[src/hw/rtl/isj_pkg.sv]
// ----------------------------------------------------------------------------
// isj_pkg
// Shared constants and types for the synchronised joint speed block.
// ----------------------------------------------------------------------------
package isj_pkg;

    localparam int JOINTS_DEF = 6;   // default number of joints in a set
    localparam int REGS       = 6;   // reference speed registers on the APB port
    localparam int DATA_W     = 32;  // Q16.16 word
    localparam int FRAC_W     = 16;  // fraction bits
    localparam int JNUM_W     = 3;   // joint index width
    localparam int ADDR_W     = 5;   // byte address of REGS 32-bit registers
    localparam int STEP_W     = 5;   // divider step counter, one quotient bit a step

    typedef enum logic [2:0] {
        ST_IDLE,
        ST_TIME,
        ST_EMIT_START,
        ST_EMIT_DIV,
        ST_EMIT_PUT
    } isj_state_t;

    typedef struct packed {
        logic busy;
        logic done;
    } isj_div_stat_t;

endpackage

[src/hw/rtl/isj_div.sv]
// ----------------------------------------------------------------------------
// isj_div
// Iterative Q16.16 divider: floor(num * 2^16 / den), saturating, zero on den 0.
// ----------------------------------------------------------------------------
module isj_div (
    input  logic                          clk,
    input  logic                          rst_n,
    input  logic                          start,
    input  logic [isj_pkg::DATA_W-1:0]    num,
    input  logic [isj_pkg::DATA_W-1:0]    den,
    output isj_pkg::isj_div_stat_t        stat,
    output logic [isj_pkg::DATA_W-1:0]    quo
);

    localparam int W  = isj_pkg::DATA_W;
    localparam int F  = isj_pkg::FRAC_W;
    localparam int SW = isj_pkg::STEP_W;
    localparam logic [SW-1:0] LAST_STEP = SW'(W - 1);

    logic          busy_reg;
    logic          done_reg;
    logic [SW-1:0] step_reg;
    logic [W-1:0]  den_reg;
    logic [W-1:0]  rem_reg;
    logic [W-1:0]  qs_reg;

    logic          den_zero;
    logic          sat;
    logic [W:0]    trial;
    logic [W:0]    diff;
    logic          ge;

    // quotient fits 32 bits only when num < den * 2^16
    assign den_zero = (den == '0);
    assign sat      = ({{F{1'b0}}, num} >= {den, {F{1'b0}}});

    assign trial = {rem_reg, qs_reg[W-1]};
    assign ge    = (trial >= {1'b0, den_reg});
    assign diff  = trial - {1'b0, den_reg};

    always_ff @(posedge clk or negedge rst_n)
    begin
        if (!rst_n)
        begin
            busy_reg <= 1'b0;
            done_reg <= 1'b0;
            step_reg <= '0;
        end
        else if (start)
        begin
            busy_reg <= !(den_zero || sat);
            done_reg <= den_zero || sat;
            step_reg <= '0;
        end
        else if (busy_reg)
        begin
            step_reg <= step_reg + 1'b1;
            if (step_reg == LAST_STEP)
            begin
                busy_reg <= 1'b0;
                done_reg <= 1'b1;
            end
        end
        else
        begin
            done_reg <= 1'b0;
        end
    end

    always_ff @(posedge clk)
    begin
        if (start)
        begin
            den_reg <= den;
            if (den_zero)
            begin
                qs_reg <= '0;
            end
            else if (sat)
            begin
                qs_reg <= '1;
            end
            else
            begin
                rem_reg <= {{(W-F){1'b0}}, num[W-1:F]};
                qs_reg  <= {num[F-1:0], {(W-F){1'b0}}};
            end
        end
        else if (busy_reg)
        begin
            // shift one dividend bit in, one quotient bit out
            rem_reg <= ge ? diff[W-1:0] : trial[W-1:0];
            qs_reg  <= {qs_reg[W-2:0], ge};
        end
    end

    assign stat.busy = busy_reg;
    assign stat.done = done_reg;
    assign quo       = qs_reg;

endmodule

[src/hw/rtl/isochronous_joint_speeds.sv]
// ----------------------------------------------------------------------------
// isochronous_joint_speeds
// Scales joint speeds so that every joint of a set ends its move together.
// ----------------------------------------------------------------------------
//  channel  direction  handshake               beat contents
//  in       sink       in_valid / in_stall     joint_position, joint_target, last_joint
//  out      source     out_valid / out_stall   joint_speed, joint_number, move_duration,
//                                              will_move, last_result
//  apb      slave      psel/penable/pwrite     ref_speed_0..5 at byte address 4*i
//
//  A skipped joint is taken in the idle state alone; any other input beat
//  waits in the time state on the shared divider, which resolves one quotient
//  bit a cycle over 32 steps, and skips the steps when the travel time saturates.
//  The closing beat of a set then gives one result beat per loaded joint, each
//  a further pass through the same divider (no steps when the quotient
//  saturates or the largest time is zero), and waits while the output is stalled.
//  Reset clears the sequencer, joint counter, largest time and reference speeds;
//  the distance store holds nothing meaningful until written.
//  in_stall is high whenever the sequencer is busy; out_stall holds the result
//  register and the sequencer until the beat is taken.
// ----------------------------------------------------------------------------
module isochronous_joint_speeds #(
    parameter int JOINTS = isj_pkg::JOINTS_DEF
) (
    input  logic                           clk,
    input  logic                           rst_n,

    input  logic                           in_valid,
    output logic                           in_stall,
    input  logic signed [isj_pkg::DATA_W-1:0] joint_position,
    input  logic signed [isj_pkg::DATA_W-1:0] joint_target,
    input  logic                           last_joint,

    output logic                           out_valid,
    input  logic                           out_stall,
    output logic [isj_pkg::DATA_W-1:0]     joint_speed,
    output logic [isj_pkg::JNUM_W-1:0]     joint_number,
    output logic [isj_pkg::DATA_W-1:0]     move_duration,
    output logic                           will_move,
    output logic                           last_result,

    input  logic                           psel,
    input  logic                           penable,
    input  logic                           pwrite,
    input  logic [isj_pkg::ADDR_W-1:0]     paddr,
    input  logic [isj_pkg::DATA_W-1:0]     pwdata,
    output logic [isj_pkg::DATA_W-1:0]     prdata,
    output logic                           pready
);

    localparam int W  = isj_pkg::DATA_W;
    localparam int JW = isj_pkg::JNUM_W;
    localparam logic [JW-1:0] LAST_J  = JW'(JOINTS - 1);
    localparam logic [JW-1:0] REG_CNT = JW'(isj_pkg::REGS);

    // ------------------------------------------------------------------
    // Registers
    // ------------------------------------------------------------------
    isj_pkg::isj_state_t state_reg, state_next;

    logic [W-1:0]  ref_speed_reg [isj_pkg::REGS];
    logic [W-1:0]  dist_mem      [JOINTS];
    logic [W-1:0]  largest_reg;
    logic [JW-1:0] jc_reg;
    logic [JW-1:0] k_reg;
    logic [JW-1:0] cnt_reg;
    logic          end_reg;

    logic          out_valid_reg;
    logic [W-1:0]  joint_speed_reg;
    logic [JW-1:0] joint_number_reg;
    logic [W-1:0]  move_duration_reg;
    logic          will_move_reg;
    logic          last_result_reg;

    // ------------------------------------------------------------------
    // Combinational datapath
    // ------------------------------------------------------------------
    logic [JW-1:0] j_cur;
    logic [W-1:0]  spd_cur;
    logic          skip;
    logic [W:0]    diff;
    logic [W:0]    mag;
    logic [W-1:0]  dist_cur;
    logic          end_in;
    logic          in_acc;
    logic          out_free;
    logic          last_k;
    logic          cfg_wr;
    logic [JW-1:0] cfg_idx;

    logic          div_start;
    logic [W-1:0]  div_num;
    logic [W-1:0]  div_den;
    logic [W-1:0]  div_quo;
    isj_pkg::isj_div_stat_t div_stat;

    assign j_cur    = (jc_reg > LAST_J) ? '0 : jc_reg;
    assign spd_cur  = ref_speed_reg[j_cur];
    // zero or negative reference speed drops the joint from the move
    assign skip     = (spd_cur == '0) || spd_cur[W-1];
    assign diff     = {joint_target[W-1], joint_target} - {joint_position[W-1], joint_position};
    assign mag      = diff[W] ? (~diff + 1'b1) : diff;
    assign dist_cur = skip ? '0 : mag[W-1:0];
    // a set closes on the end mark or on its final joint
    assign end_in   = last_joint || (j_cur == LAST_J);
    assign in_acc   = in_valid && !in_stall;
    assign out_free = !out_valid_reg || !out_stall;
    assign last_k   = (k_reg == cnt_reg);

    assign cfg_wr   = psel && penable && pwrite && pready;
    assign cfg_idx  = paddr[isj_pkg::ADDR_W-1:2];

    // ------------------------------------------------------------------
    // Shared divider
    // ------------------------------------------------------------------
    isj_div u_div (
        .clk   (clk),
        .rst_n (rst_n),
        .start (div_start),
        .num   (div_num),
        .den   (div_den),
        .stat  (div_stat),
        .quo   (div_quo)
    );

    // ------------------------------------------------------------------
    // Sequencer: next state
    // ------------------------------------------------------------------
    always_comb
    begin
        state_next = state_reg;
        unique case (state_reg)
            isj_pkg::ST_IDLE:
            begin
                if (in_acc)
                begin
                    if (!skip)
                    begin
                        state_next = isj_pkg::ST_TIME;
                    end
                    else if (end_in)
                    begin
                        state_next = isj_pkg::ST_EMIT_START;
                    end
                end
            end
            isj_pkg::ST_TIME:
            begin
                if (div_stat.done)
                begin
                    state_next = end_reg ? isj_pkg::ST_EMIT_START : isj_pkg::ST_IDLE;
                end
            end
            isj_pkg::ST_EMIT_START:
            begin
                state_next = isj_pkg::ST_EMIT_DIV;
            end
            isj_pkg::ST_EMIT_DIV:
            begin
                if (div_stat.done)
                begin
                    state_next = isj_pkg::ST_EMIT_PUT;
                end
            end
            isj_pkg::ST_EMIT_PUT:
            begin
                if (out_free)
                begin
                    state_next = last_k ? isj_pkg::ST_IDLE : isj_pkg::ST_EMIT_START;
                end
            end
            default:
            begin
                state_next = isj_pkg::ST_IDLE;
            end
        endcase
    end

    // ------------------------------------------------------------------
    // Sequencer: outputs
    // ------------------------------------------------------------------
    always_comb
    begin
        in_stall  = 1'b1;
        div_start = 1'b0;
        div_num   = dist_mem[k_reg];
        div_den   = largest_reg;
        unique case (state_reg)
            isj_pkg::ST_IDLE:
            begin
                // travel time of this joint: distance over reference speed
                in_stall  = 1'b0;
                div_start = in_acc && !skip;
                div_num   = dist_cur;
                div_den   = spd_cur;
            end
            isj_pkg::ST_EMIT_START:
            begin
                // synchronised speed: stored distance over the largest time
                div_start = 1'b1;
            end
            isj_pkg::ST_TIME,
            isj_pkg::ST_EMIT_DIV,
            isj_pkg::ST_EMIT_PUT:
            begin
                div_start = 1'b0;
            end
            default:
            begin
                div_start = 1'b0;
            end
        endcase
    end

    // ------------------------------------------------------------------
    // Control registers
    // ------------------------------------------------------------------
    always_ff @(posedge clk or negedge rst_n)
    begin
        if (!rst_n)
        begin
            state_reg     <= isj_pkg::ST_IDLE;
            jc_reg        <= '0;
            k_reg         <= '0;
            cnt_reg       <= '0;
            end_reg       <= 1'b0;
            largest_reg   <= '0;
            out_valid_reg <= 1'b0;
            for (int i = 0; i < isj_pkg::REGS; i++)
            begin
                ref_speed_reg[i] <= '0;
            end
        end
        else
        begin
            state_reg <= state_next;

            if (cfg_wr && (cfg_idx < REG_CNT))
            begin
                ref_speed_reg[cfg_idx] <= pwdata;
            end

            // load a joint: advance the counter or close the set
            if (in_acc)
            begin
                end_reg <= end_in;
                cnt_reg <= j_cur;
                k_reg   <= '0;
                jc_reg  <= end_in ? '0 : (j_cur + 1'b1);
            end

            // keep the largest travel time
            if ((state_reg == isj_pkg::ST_TIME) && div_stat.done && (div_quo > largest_reg))
            begin
                largest_reg <= div_quo;
            end

            if ((state_reg == isj_pkg::ST_EMIT_PUT) && out_free)
            begin
                if (last_k)
                begin
                    largest_reg <= '0;
                end
                else
                begin
                    k_reg <= k_reg + 1'b1;
                end
            end

            // result register: set on load, drop once the beat is taken
            if ((state_reg == isj_pkg::ST_EMIT_PUT) && out_free)
            begin
                out_valid_reg <= 1'b1;
            end
            else if (out_valid_reg && !out_stall)
            begin
                out_valid_reg <= 1'b0;
            end
        end
    end

    // ------------------------------------------------------------------
    // Payload registers and distance store
    // ------------------------------------------------------------------
    always_ff @(posedge clk)
    begin
        if (in_acc)
        begin
            dist_mem[j_cur] <= dist_cur;
        end
        if ((state_reg == isj_pkg::ST_EMIT_PUT) && out_free)
        begin
            joint_speed_reg   <= div_quo;
            joint_number_reg  <= k_reg;
            move_duration_reg <= largest_reg;
            will_move_reg     <= (largest_reg != '0);
            last_result_reg   <= last_k;
        end
    end

    // ------------------------------------------------------------------
    // Ports
    // ------------------------------------------------------------------
    assign out_valid     = out_valid_reg;
    assign joint_speed   = joint_speed_reg;
    assign joint_number  = joint_number_reg;
    assign move_duration = move_duration_reg;
    assign will_move     = will_move_reg;
    assign last_result   = last_result_reg;

    assign pready = 1'b1;
    assign prdata = (cfg_idx < REG_CNT) ? ref_speed_reg[cfg_idx] : '0;

    // ------------------------------------------------------------------
    // Assertions
    // ------------------------------------------------------------------
    a_div_free: assert property (@(posedge clk) disable iff (!rst_n)
        div_start |-> !div_stat.busy)
        else $error("divider started while busy");

    a_jc_range: assert property (@(posedge clk) disable iff (!rst_n)
        jc_reg <= LAST_J)
        else $error("joint counter out of range");

    a_k_range: assert property (@(posedge clk) disable iff (!rst_n)
        (state_reg == isj_pkg::ST_EMIT_PUT) |-> (k_reg <= cnt_reg))
        else $error("result index beyond loaded joints");

    a_will_move: assert property (@(posedge clk) disable iff (!rst_n)
        out_valid |-> (will_move == (move_duration != '0)))
        else $error("will_move disagrees with move_duration");

    a_run_end: assert property (@(posedge clk) disable iff (!rst_n)
        ((state_reg == isj_pkg::ST_EMIT_PUT) && out_free && last_k)
        |=> ((largest_reg == '0) && (state_reg == isj_pkg::ST_IDLE) && last_result))
        else $error("set did not close cleanly");

endmodule
[config.mk]
export PLATFORM = sky130hd
export DESIGN_NAME = isochronous_joint_speeds
export DESIGN_NICKNAME = d
export VERILOG_FILES = /design/src/hw/rtl/isj_pkg.sv /design/src/hw/rtl/isj_div.sv /design/src/hw/rtl/isochronous_joint_speeds.sv
export SDC_FILE = /design/constraint.sdc
export NUM_CORES = 1
export LEC_CHECK = 0
export ABC_AREA = 1
export ABC_CLOCK_PERIOD_IN_PS = 9100
export BUFFER_PORTS_ARGS = -buffer_cell sky130_fd_sc_hd__buf_2
export CORE_MARGIN = 2
export CORE_UTILIZATION = 52
export DETAILED_ROUTE_END_ITERATION = 12
export HOLD_SLACK_MARGIN = 0.12
export PLACE_DENSITY = 0.7
export SLEW_MARGIN = 20
export SYNTH_ARGS = -nofsm -noshare
export SYNTH_HDL_FRONTEND = slang
export SYNTH_SLANG_ARGS = --single-unit
[constraint.sdc]
create_clock -name clk -period 9.1 [get_ports clk]
set_input_delay 0.91 -clock clk [delete_from_list [all_inputs] [get_ports clk]]
set_output_delay 0.91 -clock clk [all_outputs]
set_load 0.1 [all_outputs]
==> summary.txt, run 1 <==
Detailed routing
  – DR vias/cell: about 5.7
  – DR pass1 iterations: 8
  – Drt wl/cell: a little under 20 um
  – Final wirelength: 94,600 um
  – Final ANT Viol Nets: 0
  – Via count: approximately 28,000
  – DRC viols: 0
  – Initial drt markers: between 2,000 and 3,000

Global route
  – Vias in the first global route: between 20,000 and 30,000
  – Initial antenna violation count: 7
  – First-pass GRT wire length: 146,000 um
  – Gr usage total: between 20% and 30%
  – Most Crowded Layer GR: met2
  – Met3 Track Usage GR: 5.04%
  – Largest net degree at the start of global routing: roughly 140
  – Met2 Track Usage GR: 44.7%
  – Grt met1 use: 41.8%
  – Gr ovfl total: 0

Placement
  – Gpl congestion: 0.984
  – Pre-CTS WS: 2.33 ns
  – I/O Buffers: roughly 210
  – Hpwl dp: between 60,000 and 70,000 um
  – Placed cell area: 0.0346 mm2

STA
  – Endpoints failing hold: 0
  – Setup-failing EPs final: 0
  – Worst slew pin tran: 1.12 ns
  – RSZ-0062 raised after global routing: false
  – Post-route minimum period: roughly 7 ns
  – Final clock skew: between 0.04 and 0.05 ns
  – Final worst-path cycle share: approximately three quarters
  – Slew headroom: about a quarter
  – Final setup TNS: 0 ns
  – Count of pins over their slew limit: 0
  – FMAX: around 0.14 GHz
  – Final WS setup: about 2.1 ns

Clock tree
  – CTS Hold Bufs: 0
  – Clk_lat worst skew: between 0.6 and 0.7 ns
  – CTS Buf Count: 61
  – Clock sink count: between 600 and 700
  – Htree depth: 2
  – # Post-CTS Setup Buffers: 0
  – # resized after CTS: 0
  – Max Root-Sink Buffers: 3
  – CTS tree: done
  – Root Buffer: clkbuf_16
  – Clk slew on worst S/H paths: roughly 0.06 ns

Worst setup path
  – Worst setup path category: reg2reg
  – Worst setup SP type: flip-flop
  – Crit Path Max Fanout: 32
  – Critical Path Max Stage Delay: 0.56 ns
  – CP Data Required Time: about 9.4 ns
  – Most common cell on crit path: nand2_1
  – Reg2reg path depth: 29
  – Max stage delay cell, worst path: a31oi_1
  – Setup crit end kind: flip-flop
  – Arrival time of the worst setup path: roughly 7.3 ns

Power
  – Seq pwr share: approximately 34%
  – Sw power: 0.00610 W
  – Max IR drop VDD: roughly 0.22 mV
  – Standby leakage power: 16.4 nW
  – Clk network pwr share: roughly a fifth
  – Switching Share: around 45%
  – Combinational cell fraction of total power: approximately 48%
  – Total Power: 0.0134 W
  – Pwr dens: 366 mW/mm2
  – Pint: 0.00735 W

Floorplan
  – Row Count: ~90
  – Boundary pin count: roughly 210
  – Starting Density: between 50% and 60%
  – Die W: around 260 um
  – Area of the die: ~0.065 mm2
  – Core Box Area: approximately 0.063 mm2
  – Die Ht: around 260 um

Final layout
  – Design area: around 0.037 mm2
  – Area Growth Syn to Fin: 11.9%
  – Share of cells above drive strength 1: under 10%
  – Total Nets Final: between 4,000 and 5,000

Yosys
  – Register area share after synthesis: between 50% and 60%
  – Syn_area_per_cell: 8.45 um2
  – Distinct cells, synth: approximately 50
  – Top-count cell post-synth: nand2_1
  – Asr flop ratio synth: between 40 and 50%
  – Post-synth top area share: between 30 and 40%
  – Synth Cell Area: between 0.03 and 0.04 mm2
  – Synthesis Warnings: 0
  – Synth top area cells: edfxtp_1, dfrtp_1, nand2_1, o21ai_0, inv_1
  – Commonest cells in the netlist: nand2_1, inv_1, o21ai_0
  – Flops & latches, synth: ~600
  – Post-Syn Nets: around 4,100
  – Number of synthesized flops with an enable pin: about 360
  – Most used flip-flop cell after synthesis: edfxtp_1
  – Dominant cell type by area after synthesis: edfxtp_1
  – Cells after Synth: 3,880

Job
  – Max_cap viols: 0

Status
  – Status: completed

Worst hold path
  – Worst hold path type: in2async
==> critical path: cells and delay by family (launching register included) <==
kind	cells	cell delay, ns
adders and majority gates	1	0.37
AOI/OAI and AO/OA	2	0.87
DFF	1	0.42
and+or+nand+nor	22	3.79
buffers and inverters	4	1.14
==> per-layer routing <==
metal	wire length (um)	up-vias
met2	42500	1252
met4	2810	0
met5	0	-
met3	8960	162
li1	-	13400
met1	40400	13200
==> final timing paths <==
kind / slack, ns / from / to
setup / recovery: 2.13 / jc_reg[2] / u_div.rem_reg[3]
setup reg to reg: 2.13 / jc_reg[2] / u_div.rem_reg[3]
min in group clk: 0.41 / largest_reg[29] / move_duration[29]
max in group asynchronous: 7.20 / rst_n / k_reg[0]
hold reg to reg: 0.41 / largest_reg[29] / move_duration[29]
hold / removal: 0.14 / rst_n / ref_speed_reg[18]
==> per-stage QoR <==
step                      hold WS (ns)  instances  util (%)
after global routing             0.166       4922      58.5
after detailed placement         0.435       4802      55.2
after global placement           0.430       4802      55.2
after floorplan                  0.425       3880         -
final                            0.141       4924      58.5
after CTS                        0.423       4917      58.4
==> cell usage in the layout, fill, tap and decap left out, types with 44 or more instances in the layout <==
cell / Yosys / layout
o22ai_1: 62 / 62
nand3_1: 230 / 230
dfrtp_1: 245 / 243
buf_2: 30 / 208
ha_1: 118 / 118
nor2_1: 275 / 267
inv_1: 448 / 444
edfxtp_1: 357 / 357
nand2_1: 1011 / 1006
clkbuf_16: 0 / 62
nand4_1: 45 / 45
o21ai_0: 369 / 369
buf_4: 7 / 44
a21oi_1: 227 / 227
==> final cells by class <==
class	instances	area, um2
diodes	5	12.5
clock buffers	90	1740
clock inverters	25	256
fillers	5608	26000
inverters	454	1700
multi-input cells	2646	13600
flip-flops and latches	602	16900
well taps	846	1060
repair buffers	256	1450
==> power by group through the flow <==
stage / Sequential, W / Combinational [W] / Clock (W)
floorplan: 0.00461 / 0.00432 / 0
global placement: 0.00454 / 0.00615 / 0
detailed placement: 0.00456 / 0.00626 / 0
CTS: 0.00452 / 0.00630 / 0.00253
global route: 0.00460 / 0.00709 / 0.00263
finish: 0.00452 / 0.00642 / 0.00250
==> kinds of logic (layout without fill, tap and decap cells) <==
logic type               count (synthesis)  after routing  synth area share (%)
buffers and inverters                  632            825                  7.43
other                                    1              6                0.0114
AND/OR/NAND/NOR                       1629           1629                  20.3
adder cells (fa/ha/maj)                120            120                  4.63
XOR/XNOR                                54             54                  1.44
AO/OA/AOI/OAI                          842            842                  14.8
flip-flops                             602            602                  51.4
No activity file was read; power rests on OpenSTA's default activity.
==> inputs of run 2 (changes only) <==
- ABC_CLOCK_PERIOD_IN_PS: 9100 -> 5900
- PLACE_DENSITY: 0.7 -> 0.73
- clock period: 9.1 -> 5.9 ns (I/O delays scaled with it)
==> run 2 against run 1 <==
Worst hold slack better by 0.033 ns. Flip-flop and latch count is the same. Maximum frequency increased by 24%. Sequential share of layout area shrank 0.36 points. Highest routed layer is now met5. Critical path depth fell by 2. Total power grew 57%. Clock-buffer cell count down 9.
==> summary.txt, run 2 (synthesis results as in run 1) <==
Status
  – Status: completed

STA
  – Final worst-path cycle share: 95.3% (+19 points)
  – Final WS setup: 0.280 ns (-1.85 ns)
  – FMAX: 0.178 GHz (+24%)
  – Slew headroom: 24.5% (-0.55 points)
  – Post-route minimum period: 5.62 ns (-1.35 ns)
  – Final clock skew: 0.0521 ns (+0.00685 ns)
  – Setup-failing EPs final: 0 (unchanged)
  – Final setup TNS: 0 ns (unchanged)
  – Endpoints failing hold: 0 (unchanged)
  – Worst slew pin tran: 1.13 ns (+0.0124 ns)
  – RSZ-0062 raised after global routing: false
  – Count of pins over their slew limit: 0 (unchanged)

Clock tree
  – Root Buffer: clkbuf_16
  – Htree depth: 2 (unchanged)
  – Clk slew on worst S/H paths: 0.06 ns (about the same)
  – # Post-CTS Setup Buffers: 0 (unchanged)
  – CTS tree: done
  – CTS Hold Bufs: 1 (+1)
  – Clock sink count: 602 (unchanged)
  – CTS Buf Count: 59 (-3.3%)
  – Clk_lat worst skew: 0.67 ns (+0.02 ns)
  – # resized after CTS: 0 (unchanged)
  – Max Root-Sink Buffers: 3 (unchanged)

Floorplan
  – Boundary pin count: 213 (unchanged)
  – Starting Density: 52.2% (unchanged)
  – Row Count: 92 (unchanged)
  – Die W: 255 um (unchanged)
  – Area of the die: 0.0651 mm2 (unchanged)
  – Core Box Area: 0.0627 mm2 (unchanged)
  – Die Ht: 255 um (unchanged)

Detailed routing
  – Via count: 28,500 (+1.4%)
  – DR vias/cell: 5.78 (+1.2%)
  – Final wirelength: 95,400 um (+0.85%)
  – DRC viols: 0 (unchanged)
  – DR pass1 iterations: 6 (-2)
  – Initial drt markers: 3,071 (+5.6%)
  – Drt wl/cell: 19.3 um (+0.66%)
  – Final ANT Viol Nets: 0 (unchanged)

Global route
  – First-pass GRT wire length: 146,000 um (+0.16%)
  – Largest net degree at the start of global routing: 129 (-5.8%)
  – Gr usage total: 29.0% (about the same)
  – Initial antenna violation count: 5 (-2)
  – Vias in the first global route: 26,000 (+0.75%)
  – Gr ovfl total: 0 (unchanged)

Worst setup path
  – Worst setup path category: reg2reg
  – Crit Path Max Fanout: 32 (unchanged)
  – Worst setup SP type: flip-flop
  – Arrival time of the worst setup path: 5.94 ns (-1.35 ns)
  – CP Data Required Time: 6.22 ns (-3.20 ns)
  – Setup crit end kind: flip-flop

Placement
  – Pre-CTS WS: 0.0831 ns (-2.24 ns)
  – Gpl congestion: 0.964 (-2.0%)
  – Hpwl dp: 64,200 um (+1.7%)
  – I/O Buffers: 209 (unchanged)
  – Placed cell area: 0.0348 mm2 (+0.50%)

Final layout
  – Area Growth Syn to Fin: 12.8%
  – Total Nets Final: 4,262 (+0.28%)
  – Design area: 0.0370 mm2 (+0.78%)
  – Share of cells above drive strength 1: 9.94% (+0.39 points)
  – Commonest non-fill, non-tap cell in the layout: nand2_1
  – Commonest non-fill, non-tap cells in the layout: nand2_1, inv_1, o21ai_0
  – Fill cell count: 5,481 (-2.3%)

Job
  – Max_cap viols: 0 (unchanged)

Power
  – Total Power: 0.0211 W (+57%)
  – Standby leakage power: 16.6 nW (+0.83%)
  – Max IR drop VDD: 0.371 mV (+72%)
  – Pwr dens: 570 mW/mm2 (+56%)

Worst hold path
  – Worst hold path type: in2reg
## run 2: changes by cell type in the layout (fill, tap and decap cells not counted), moves of 2 or more
cell and change:
clkinvlp_4 +2, buf_12 +4, clkbuf_1 -8, clkbuf_16 -2, buf_4 +9, bufinv_16 +6, clkinv_2 -5
## run 2: final timing paths
path                                 start                end  slack, ns  cells after the start
setup / recovery                 jc_reg[1]   u_div.rem_reg[0]       0.28                     27
hold / removal                  pwdata[29]  ref_speed_reg[93]       0.17                      3
setup reg to reg                 jc_reg[1]   u_div.rem_reg[0]       0.28                     27
hold reg to reg            largest_reg[28]  move_duration[28]       0.44                      0
max in group asynchronous            rst_n           k_reg[0]       3.92                      3
min in group asynchronous            rst_n  ref_speed_reg[13]       0.62                      2
## run 2: final cells by class
type,instances,area [um2],share of cell area [%]
Sequential cell,602,16900,45.6
Multi-Input combinational cell,2646,13600,36.8
Inverter,454,1700,4.61
Clock buffer,81,1670,4.52
Timing Repair Buffer,270,1610,4.36
Tap cell,846,1060,2.86
Clock inverter,30,449,1.21
Antenna cell,4,10.0,0.0271
## run 2: worst max-delay path, stage by stage, from the launching register on
cell	delay, ns
dfrtp_1	0.40
inv_2	0.07
nand2_1	0.21
inv_1	0.16
buf_4	0.47
nand3_1	0.15
nand3_1	0.32
nor2_1	0.09
nand2_1	0.09
nor2_1	0.05
nand2_1	0.14
nor2_1	0.07
nor2_2	0.29
buf_4	0.24
nand2_1	0.06
o21bai_1	0.20
o21ai_0	0.47
ha_1	0.35
nand2_1	0.07
nor2_1	0.04
a211oi_1	0.18
o221ai_1	0.16
a21oi_1	0.33
nand2_1	0.12
nand2_1	0.07
nand2_1	0.08
nand2_1	0.13
buf_12	0.23
## run 2: power by group
group	leakage (nW)	internal [W]	switching, W
registers	6.28	0.00627	0.000679
logic	9.27	0.00292	0.00711
clock network	1.03	0.00243	0.00167
total	16.6	0.0116	0.00946
## run 2: through the flow
stage	hold WS [ns]	util, %	std cells
after global routing	0.185	58.9	4933
after floorplan	0.294	-	3880
after CTS	0.154	58.9	4928
after detailed placement	0.430	55.5	4816
after global placement	0.429	55.5	4816
final	0.174	58.9	4933
## run 2: layer usage
layer / wire (um) / up-vias / global-route usage (%)
li1: - / 13500 / -
met2: 43000 / 1359 / 44.7
met3: 8880 / 203 / 4.83
met1: 40100 / 13500 / 41.3
met4: 3440 / 2 / 11.2
met5: 11 / - / 0
